**src/rtl/table_interpolation_linearizer_assert.svh**
```systemverilog
// assertion macros for the linearizer
`ifndef TABLE_INTERPOLATION_LINEARIZER_ASSERT_SVH
`define TABLE_INTERPOLATION_LINEARIZER_ASSERT_SVH

// consequent in the same cycle
`define TIL_ASSERT_SAME(lbl, ck, rs, ante, cons, msg) \
  lbl: assert property (@(posedge ck) disable iff (rs) (ante) |-> (cons)) \
    else $error(msg);

// consequent in the next cycle
`define TIL_ASSERT_NEXT(lbl, ck, rs, ante, cons, msg) \
  lbl: assert property (@(posedge ck) disable iff (rs) (ante) |=> (cons)) \
    else $error(msg);

`endif

```
**src/rtl/tilin_pkg.sv**
```systemverilog
`default_nettype none

package tilin_pkg;

  localparam int TABLE_DEPTH_DEFAULT = 32;

  localparam int OHMS_W = 20;
  localparam int DEG_W  = 16;
  localparam int FRAC_W = 8;
  localparam int TEMP_W = DEG_W + FRAC_W;
  localparam int PROD_W = DEG_W + OHMS_W;
  localparam int SLOT_W = 5;
  localparam int CFG_W  = 6;
  localparam int RAM_W  = OHMS_W + DEG_W;

  localparam int DIV_STEPS = TEMP_W;
  localparam int DIV_CNT_W = $clog2(DIV_STEPS);

  localparam logic ACT_LOAD    = 1'b0;
  localparam logic ACT_CONVERT = 1'b1;

  typedef enum logic [2:0] {
    ST_IDLE,
    ST_LAST,
    ST_SCAN,
    ST_MUL,
    ST_DIV,
    ST_FIN,
    ST_OUT
  } tilin_state_t;

endpackage

`default_nettype wire

```
**src/rtl/tilin_ram.sv**
```systemverilog
`default_nettype none

module tilin_ram #(
  parameter int WIDTH = 8,
  parameter int DEPTH = 32
) (
  input  wire logic                     clk,
  input  wire logic                     we,
  input  wire logic [$clog2(DEPTH)-1:0] waddr,
  input  wire logic [WIDTH-1:0]         wdata,
  input  wire logic [$clog2(DEPTH)-1:0] raddr,
  output logic      [WIDTH-1:0]         rdata
);

  logic [WIDTH-1:0] mem [DEPTH];

  always_ff @(posedge clk) begin
    if (we) begin
      mem[waddr] <= wdata;
    end
    rdata <= mem[raddr];
  end

endmodule

`default_nettype wire

```
**src/rtl/table_interpolation_linearizer.sv**
```systemverilog
// Piecewise-linear temperature linearizer over a loadable table of up to TABLE_DEPTH
// (resistance, temperature) points held in one synchronous RAM. A load request writes
// one entry. A convert request reads the last entry in use for the range check, then
// scans the table from entry zero at one entry per cycle through the RAM's single read
// port, and, when the sample falls between two entries, runs one 16x20 multiply
// followed by a 24-step restoring divide at one quotient bit per cycle. Each convert
// ends in the output state, which writes the result into the output register once that
// register is free, and the FSM then returns to idle for the next request. A sample
// above the last entry skips the scan, and zero entries in use skip both the range
// check and the scan. Input stalls while a convert is at work and while its result
// waits for a stalled output register; a finished result sits in the output register
// and the next request is taken meanwhile.
// Table entries are undefined until loaded and have no clearing pass.
`default_nettype none
`include "table_interpolation_linearizer_assert.svh"

module table_interpolation_linearizer #(
  parameter int TABLE_DEPTH = tilin_pkg::TABLE_DEPTH_DEFAULT
) (
  input  wire logic                              clk,
  input  wire logic                              rst,

  input  wire logic                              cfg_valid,
  output logic                                   cfg_ready,
  input  wire logic [tilin_pkg::CFG_W-1:0]       cfg_data,

  input  wire logic                              in_valid,
  output logic                                   in_stall,
  input  wire logic                              action,
  input  wire logic [tilin_pkg::SLOT_W-1:0]      entry_slot,
  input  wire logic [tilin_pkg::OHMS_W-1:0]      entry_ohms,
  input  wire logic signed [tilin_pkg::DEG_W-1:0] entry_degrees,
  input  wire logic [tilin_pkg::OHMS_W-1:0]      sample_ohms,

  output logic                                   out_valid,
  input  wire logic                              out_stall,
  output logic signed [tilin_pkg::TEMP_W-1:0]    temperature,
  output logic                                   in_range
);

  localparam int IW = $clog2(TABLE_DEPTH);
  localparam int CW = $clog2(TABLE_DEPTH + 1);

  tilin_pkg::tilin_state_t state, state_next;

  logic [tilin_pkg::CFG_W-1:0]  entries_in_use;

  logic [tilin_pkg::OHMS_W-1:0] x;
  logic [CW-1:0]                n;
  logic [IW-1:0]                k;
  logic [tilin_pkg::OHMS_W-1:0] r1;
  logic signed [tilin_pkg::DEG_W-1:0] t1;
  logic signed [tilin_pkg::DEG_W:0]   dt;
  logic [tilin_pkg::OHMS_W-1:0] dx;
  logic [tilin_pkg::OHMS_W-1:0] dsor;
  logic [tilin_pkg::OHMS_W-1:0] rem;
  logic [tilin_pkg::TEMP_W-1:0] dsr;
  logic                         neg;
  logic [tilin_pkg::DIV_CNT_W-1:0] cnt;
  logic [tilin_pkg::TEMP_W-1:0] res_temp;
  logic                         res_ok;

  logic                         in_accept;
  logic                         is_convert;
  logic [CW-1:0]                n_clamp;
  logic                         k_last;
  logic                         out_free;

  logic                         ram_we;
  logic [IW-1:0]                ram_waddr;
  logic [IW-1:0]                ram_raddr;
  logic [tilin_pkg::RAM_W-1:0]  ram_rdata;
  logic [tilin_pkg::OHMS_W-1:0] rd_ohms;
  logic signed [tilin_pkg::DEG_W-1:0] rd_deg;

  logic [tilin_pkg::DEG_W-1:0]  mag;
  logic [tilin_pkg::PROD_W-1:0] prod;
  logic [tilin_pkg::OHMS_W:0]   rem_sh;
  logic [tilin_pkg::OHMS_W+1:0] sub;
  logic                         ge;
  logic [tilin_pkg::TEMP_W-1:0] q_signed;

  assign cfg_ready  = 1'b1;
  assign in_accept  = in_valid && !in_stall;
  assign is_convert = (action == tilin_pkg::ACT_CONVERT);
  assign out_free   = !out_valid || !out_stall;

  assign n_clamp = (32'(entries_in_use) > 32'(TABLE_DEPTH)) ? CW'(TABLE_DEPTH)
                                                            : CW'(entries_in_use);
  assign k_last  = ((CW'(k) + CW'(1)) == n);

  assign ram_we    = in_accept && (action == tilin_pkg::ACT_LOAD)
                     && (32'(entry_slot) < 32'(TABLE_DEPTH));
  assign ram_waddr = IW'(entry_slot);
  assign rd_ohms   = ram_rdata[tilin_pkg::OHMS_W-1:0];
  assign rd_deg    = signed'(ram_rdata[tilin_pkg::RAM_W-1:tilin_pkg::OHMS_W]);

  tilin_ram #(
    .WIDTH(tilin_pkg::RAM_W),
    .DEPTH(TABLE_DEPTH)
  ) u_table (
    .clk  (clk),
    .we   (ram_we),
    .waddr(ram_waddr),
    .wdata({entry_degrees, entry_ohms}),
    .raddr(ram_raddr),
    .rdata(ram_rdata)
  );

  // divider datapath
  assign mag      = tilin_pkg::DEG_W'(dt[tilin_pkg::DEG_W] ? -dt : dt);
  assign prod     = tilin_pkg::PROD_W'(mag) * tilin_pkg::PROD_W'(dx);
  assign rem_sh   = {rem, dsr[tilin_pkg::TEMP_W-1]};
  assign sub      = {1'b0, rem_sh} - {2'b00, dsor};
  assign ge       = !sub[tilin_pkg::OHMS_W+1];
  assign q_signed = neg ? -dsr : dsr;

  always_ff @(posedge clk) begin
    if (rst) begin
      state <= tilin_pkg::ST_IDLE;
    end else begin
      state <= state_next;
    end
  end

  always_comb begin
    state_next = state;
    ram_raddr  = '0;
    in_stall   = 1'b1;
    case (state)
      tilin_pkg::ST_IDLE: begin
        in_stall  = 1'b0;
        ram_raddr = IW'(n_clamp - CW'(1));
        if (in_valid && is_convert) begin
          state_next = (n_clamp == '0) ? tilin_pkg::ST_OUT : tilin_pkg::ST_LAST;
        end
      end
      tilin_pkg::ST_LAST: begin
        ram_raddr  = '0;
        state_next = (x > rd_ohms) ? tilin_pkg::ST_OUT : tilin_pkg::ST_SCAN;
      end
      tilin_pkg::ST_SCAN: begin
        ram_raddr = k + IW'(1);
        if (rd_ohms > x) begin
          if (k == '0 || x == r1) begin
            state_next = tilin_pkg::ST_OUT;
          end else begin
            state_next = tilin_pkg::ST_MUL;
          end
        end else if (k_last) begin
          state_next = tilin_pkg::ST_OUT;
        end
      end
      tilin_pkg::ST_MUL: begin
        state_next = tilin_pkg::ST_DIV;
      end
      tilin_pkg::ST_DIV: begin
        if (cnt == tilin_pkg::DIV_CNT_W'(tilin_pkg::DIV_STEPS - 1)) begin
          state_next = tilin_pkg::ST_FIN;
        end
      end
      tilin_pkg::ST_FIN: begin
        state_next = tilin_pkg::ST_OUT;
      end
      tilin_pkg::ST_OUT: begin
        if (out_free) begin
          state_next = tilin_pkg::ST_IDLE;
        end
      end
      default: begin
        state_next = tilin_pkg::ST_IDLE;
      end
    endcase
  end

  always_ff @(posedge clk) begin
    case (state)
      tilin_pkg::ST_IDLE: begin
        if (in_accept && is_convert) begin
          x        <= sample_ohms;
          n        <= n_clamp;
          k        <= '0;
          res_temp <= '0;
          res_ok   <= 1'b0;
        end
      end
      tilin_pkg::ST_SCAN: begin
        if (rd_ohms > x) begin
          if (k != '0) begin
            if (x == r1) begin
              res_temp <= {t1, {tilin_pkg::FRAC_W{1'b0}}};
              res_ok   <= 1'b1;
            end else begin
              dt   <= {rd_deg[tilin_pkg::DEG_W-1], rd_deg} - {t1[tilin_pkg::DEG_W-1], t1};
              dx   <= x - r1;
              dsor <= rd_ohms - r1;
            end
          end
        end else begin
          r1 <= rd_ohms;
          t1 <= rd_deg;
          k  <= k + IW'(1);
          if (k_last) begin
            res_temp <= {rd_deg, {tilin_pkg::FRAC_W{1'b0}}};
            res_ok   <= 1'b1;
          end
        end
      end
      tilin_pkg::ST_MUL: begin
        rem <= prod[tilin_pkg::PROD_W-1:tilin_pkg::DEG_W];
        dsr <= {prod[tilin_pkg::DEG_W-1:0], {tilin_pkg::FRAC_W{1'b0}}};
        neg <= dt[tilin_pkg::DEG_W];
        cnt <= '0;
      end
      tilin_pkg::ST_DIV: begin
        rem <= ge ? sub[tilin_pkg::OHMS_W-1:0] : rem_sh[tilin_pkg::OHMS_W-1:0];
        dsr <= {dsr[tilin_pkg::TEMP_W-2:0], ge};
        cnt <= cnt + tilin_pkg::DIV_CNT_W'(1);
      end
      tilin_pkg::ST_FIN: begin
        res_temp <= {t1, {tilin_pkg::FRAC_W{1'b0}}} + q_signed;
        res_ok   <= 1'b1;
      end
      default: begin
      end
    endcase
  end

  always_ff @(posedge clk) begin
    if (rst) begin
      entries_in_use <= tilin_pkg::CFG_W'(32);
    end else if (cfg_valid && cfg_ready) begin
      entries_in_use <= cfg_data;
    end
  end

  always_ff @(posedge clk) begin
    if (rst) begin
      out_valid <= 1'b0;
    end else if (state == tilin_pkg::ST_OUT && out_free) begin
      out_valid <= 1'b1;
    end else if (!out_stall) begin
      out_valid <= 1'b0;
    end
  end

  always_ff @(posedge clk) begin
    if (state == tilin_pkg::ST_OUT && out_free) begin
      temperature <= signed'(res_temp);
      in_range    <= res_ok;
    end
  end

  `TIL_ASSERT_SAME(a_invalid_is_zero, clk, rst, out_valid && !in_range,
    temperature == '0, "out of range result with nonzero temperature")

  `TIL_ASSERT_SAME(a_divisor_nonzero, clk, rst, state == tilin_pkg::ST_DIV,
    dsor != '0, "interpolation divisor is zero")

  `TIL_ASSERT_SAME(a_scan_in_bounds, clk, rst, state == tilin_pkg::ST_SCAN,
    CW'(k) < n, "table scan beyond entries in use")

  `TIL_ASSERT_NEXT(a_convert_starts, clk, rst, in_accept && is_convert,
    state == tilin_pkg::ST_LAST || state == tilin_pkg::ST_OUT,
    "convert request did not start a lookup")

endmodule

`default_nettype wire

```
**config.mk**
```make
export PLATFORM = sky130hd
export DESIGN_NAME = table_interpolation_linearizer
export DESIGN_NICKNAME = d
export VERILOG_FILES = /design/src/rtl/tilin_pkg.sv /design/src/rtl/tilin_ram.sv /design/src/rtl/table_interpolation_linearizer.sv
export VERILOG_INCLUDE_DIRS = /design/src /design/src/rtl
export SDC_FILE = /design/constraint.sdc
export NUM_CORES = 2
export LEC_CHECK = 0
export BUFFER_PORTS_ARGS = -buffer_cell sky130_fd_sc_hd__buf_2
export CAP_MARGIN = 10
export CORE_MARGIN = 3
export CORE_UTILIZATION = 50
export DETAILED_ROUTE_END_ITERATION = 7
export PLACE_DENSITY = 0.76
export SYNTH_ARGS = -nofsm -noshare
export SYNTH_HDL_FRONTEND = slang
export SYNTH_HIERARCHICAL = 1
export SYNTH_SLANG_ARGS = --single-unit
```
**constraint.sdc**
```tcl
create_clock -name clk -period 11.3 [get_ports clk]
set_input_delay 0.565 -clock clk [delete_from_list [all_inputs] [get_ports clk]]
set_output_delay 0.565 -clock clk [all_outputs]
set_load 0.02 [all_outputs]
```
==> impl_metrics.prom <==
# TYPE chip_impl_metric gauge
chip_impl_info{name="status",value="finished, final reports clean"} 1
chip_impl_metric{name="ys_ff_latch",unit=""} 1422
chip_impl_info{name="worstSetupEndpointType",value="register"} 1
chip_impl_metric{name="design.final.nets",unit=""} 5662
chip_impl_metric{name="fp.dieW",unit="um"} 379
chip_impl_metric{name="synth_area",unit="sq um"} 69700
chip_impl_info{name="mostFrequentLayoutCells",value="edfxtp_1, mux2i_1, nand2_1"} 1
chip_impl_metric{name="transition_at_the_pin_with_the_smallest_max_transition_slack",unit="ns"} 1.21
chip_impl_metric{name="start_util",unit=""} 0.505
chip_impl_info{name="timing.critical_path.from",value="dt[0]"} 1
chip_impl_metric{name="rows",unit=""} 136
chip_impl_metric{name="finalSetupViolations",unit=""} 0
chip_impl_metric{name="drt_first_pass_iters",unit=""} 5
chip_impl_metric{name="h-tree-depth",unit=""} 4
chip_impl_metric{name="timing.final.max_slew_violations",unit=""} 0
chip_impl_metric{name="drc",unit=""} 0
chip_impl_info{name="most_frequent_standard_cell_in_the_layout_excluding_fill_and_tap_cells",value="edfxtp_1"} 1
chip_impl_metric{name="die_h",unit="um"} 379
chip_impl_metric{name="antenna_violating_nets_post_route",unit=""} 0
chip_impl_metric{name="ios",unit=""} 101
chip_impl_metric{name="timing.critical_path.arrival",unit="ns"} 9.19
chip_impl_metric{name="design.core.area",unit="sq um"} 138000
chip_impl_metric{name="drtIter0Drc",unit=""} 3779
chip_impl_metric{name="vias",unit=""} 41500
chip_impl_metric{name="yosysWarnings",unit=""} 6
chip_impl_metric{name="yosysSeqAreaShare",unit=""} 0.606
chip_impl_metric{name="routed_via_density",unit=""} 5.84
chip_impl_metric{name="cts.reportedPaths.clkPinSlew",unit="ns"} 0.05
chip_impl_metric{name="detail_route.wl_per_cell",unit="um"} 23.7
chip_impl_metric{name="place_congestion",unit=""} 0.919
chip_impl_metric{name="global_route_track_usage_on_met2",unit=""} 0.379
chip_impl_metric{name="port_buffers",unit=""} 99
chip_impl_metric{name="synthesis.instances",unit=""} 4992
chip_impl_metric{name="maximum_clock_path_buffer_count",unit=""} 3
chip_impl_info{name="critical_path.startpoint_type",value="register"} 1
chip_impl_metric{name="critical_path.max_stage_delay",unit="ns"} 0.72
chip_impl_metric{name="syn-mean-instance-area",unit="sq um"} 14.0
chip_impl_info{name="master_of_the_slowest_instance_on_the_critical_path",value="edfxtp_1"} 1
chip_impl_info{name="synth_top_area_cell",value="edfxtp_1"} 1
chip_impl_metric{name="number_of_max_capacitance_violations_reported",unit=""} 0
chip_impl_metric{name="synth_edf_count",unit=""} 1376
chip_impl_metric{name="fin_tns_setup",unit="ns"} 0
chip_impl_metric{name="cts_setup_buffers",unit=""} 0
chip_impl_metric{name="grt.total_usage",unit=""} 0.235
chip_impl_info{name="ys.flop_type",value="edfxtp_1"} 1
chip_impl_metric{name="clock-sinks",unit=""} 1422
chip_impl_metric{name="ys_types",unit=""} 86
chip_impl_metric{name="cp.required",unit="ns"} 11.79
chip_impl_metric{name="final_layout_size_suffix_gt1_frac",unit=""} 0.0873
chip_impl_metric{name="synth-async-reset-ratio",unit=""} 0
chip_impl_info{name="grt_setup_unrepaired",value="false"} 1
chip_impl_info{name="post_synth_main_area_contributors",value="edfxtp_1, mux2i_1, fa_1"} 1
chip_impl_metric{name="synth_largest_type_area_fraction",unit=""} 0.593
chip_impl_metric{name="place_hpwl",unit="um"} 98600
chip_impl_metric{name="clkLatencyLatePin",unit="ns"} 0.78
chip_impl_info{name="gr-max-usage-layer",value="met2"} 1
chip_impl_metric{name="wl",unit="um"} 168000
chip_impl_metric{name="max-slew-margin-rel",unit=""} 0.188
chip_impl_info{name="worst-setup-path-type",value="reg2reg"} 1
chip_impl_metric{name="die_area",unit="sq um"} 144000
chip_impl_metric{name="maximum_frequency_from_static_timing_analysis",unit="MHz"} 115
chip_impl_info{name="path_common_cell",value="fa_1"} 1
chip_impl_metric{name="initial_antenna_violation_count",unit=""} 16
chip_impl_info{name="clock_tree_from_tritoncts",value="yes"} 1
chip_impl_metric{name="timing_hold_violations_final",unit=""} 0
chip_impl_info{name="cts-root-buf",value="clkbuf_16"} 1
chip_impl_metric{name="groute.layer.met3.usage",unit=""} 0.0551
chip_impl_info{name="r2r-start",value="dt[0]"} 1
chip_impl_metric{name="cts-buffers-inserted",unit=""} 146
chip_impl_metric{name="clock-skew-final",unit="ns"} 0.0361
chip_impl_info{name="hold_start",value="cfg_data[1]"} 1
chip_impl_metric{name="critPathMaxFanout",unit=""} 23
chip_impl_metric{name="grt-ovfl-total",unit=""} 0
chip_impl_metric{name="first_global_vias",unit=""} 41400
chip_impl_metric{name="maximum_number_of_pins_on_one_net_before_global_route_repair",unit=""} 129
chip_impl_metric{name="grt_first_pass_wirelength",unit="um"} 252000
chip_impl_metric{name="syn_nets",unit=""} 5543
chip_impl_metric{name="grtUsageMet1",unit=""} 0.313
chip_impl_info{name="class_of_the_most_critical_hold_timing_path",value="in2reg"} 1
chip_impl_metric{name="syn_to_final_growth",unit="%"} 10.5
chip_impl_metric{name="min_period_over_period",unit=""} 0.770
chip_impl_metric{name="final_period_minus_worst_setup_slack",unit="ns"} 8.70
-- worst max-delay path, delay by kind of cell (launching register included) --
family | cells | cell delay (ns)
AOI/OAI and AO/OA | 9 | 1.92
xor gates and xnor gates | 1 | 0.15
adders and majority gates | 8 | 3.74
buffers and inverters | 5 | 0.61
DFF | 1 | 0.72
and+or+nand+nor | 5 | 1.26
-- per-stage QoR --
| stage | util | instance area, sq um | std cells | setup slack (ns) | hold slack, ns |
|---|---|---|---|---|---|
| 6_report | 0.558 | 77000 | 7095 | 2.60 | 0.0688 |
| 3_3_place_gp | 0.524 | 72300 | 6809 | 2.71 | 0.404 |
| 2_1_floorplan | - | 69700 | 4992 | 3.39 | 0.400 |
| 4_1_cts | 0.558 | 77000 | 7089 | 2.62 | 0.0253 |
| 5_1_grt | 0.558 | 77000 | 7089 | 2.05 | 0.0584 |
| 3_5_place_dp | 0.524 | 72300 | 6809 | 2.66 | 0.405 |
-- flip-flops by register name, indices dropped and copies added, names as in the netlist, 20 cells and up --
| register | count |
|---|---|
| temperature | 24 |
| rem | 20 |
| res_temp | 24 |
| x | 20 |
| r1 | 20 |
| dsr | 24 |
| u_table/mem | 1152 |
| dx | 20 |
| u_table/rdata | 36 |
| dsor | 20 |
-- cells in the mapped netlist (all sizes together) (41+ instances only) --
| cell | count |
|---|---|
| fa | 255 |
| o21ai | 75 |
| and2 | 136 |
| nor3 | 75 |
| buf | 115 |
| nand3 | 139 |
| nor2 | 153 |
| a21o | 41 |
| a21oi | 191 |
| mux2i | 602 |
| inv | 391 |
| nand2 | 407 |
| a22oi | 108 |
| a31oi | 47 |
| ha | 223 |
| edfxtp | 1376 |
| xnor2 | 91 |
| clkbuf | 112 |
| xor2 | 54 |
| a22o | 72 |
| dfxtp | 46 |
-- final timing paths --
kind / slack (ns) / depth (start not counted) / end
min reg2reg: 0.41 / 0 / temperature[0]
max: 2.60 / 28 / rem[12]
max reg2reg: 2.60 / 28 / rem[12]
min: 0.07 / 3 / entries_in_use[1]
-- routing by layer --
layer | vias up | wire length, um | share of wire
li1 | 18400 | - | -
met1 | 20800 | 66500 | 0.40
met2 | 1773 | 80200 | 0.48
met3 | 395 | 15500 | 0.092
met4 | 18 | 5660 | 0.034
met5 | - | 124 | 0.00074
-- kinds of logic (layout without fill, tap and decap cells) --
| kind of cell | after synthesis | in the layout | share of synthesized area |
|---|---|---|---|
| multiplexers | 605 | 605 | 0.0869 |
| XOR/XNOR | 145 | 145 | 0.0182 |
| AO/OA/AOI/OAI | 678 | 678 | 0.0658 |
| other | 1 | 7 | 0.0000538 |
| buffers and inverters | 619 | 853 | 0.0389 |
| flip-flops | 1422 | 1422 | 0.606 |
| AND/OR/NAND/NOR | 1044 | 1044 | 0.0708 |
| adder cells (fa/ha/maj) | 478 | 478 | 0.113 |
-- area by class of cell --
cell class	instances	area, sq um
clock buffers	190	3960
clock inverters	73	626
diodes	6	15.0
repair buffers	198	1330
flip-flops and latches	1422	42200
multi-input cells	2951	25100
well taps	1863	2330
inverters	392	1470
fillers	10800	61000
-- repair_timing --
item                                   4_1_cts  5_1_grt
endpoints found under the hold margin       17        0
hold buffers                                17        0
resized for setup                            0        0
Power is not shown: default switching activity piles up to over one toggle a cycle in this logic, so the estimate is an artifact.
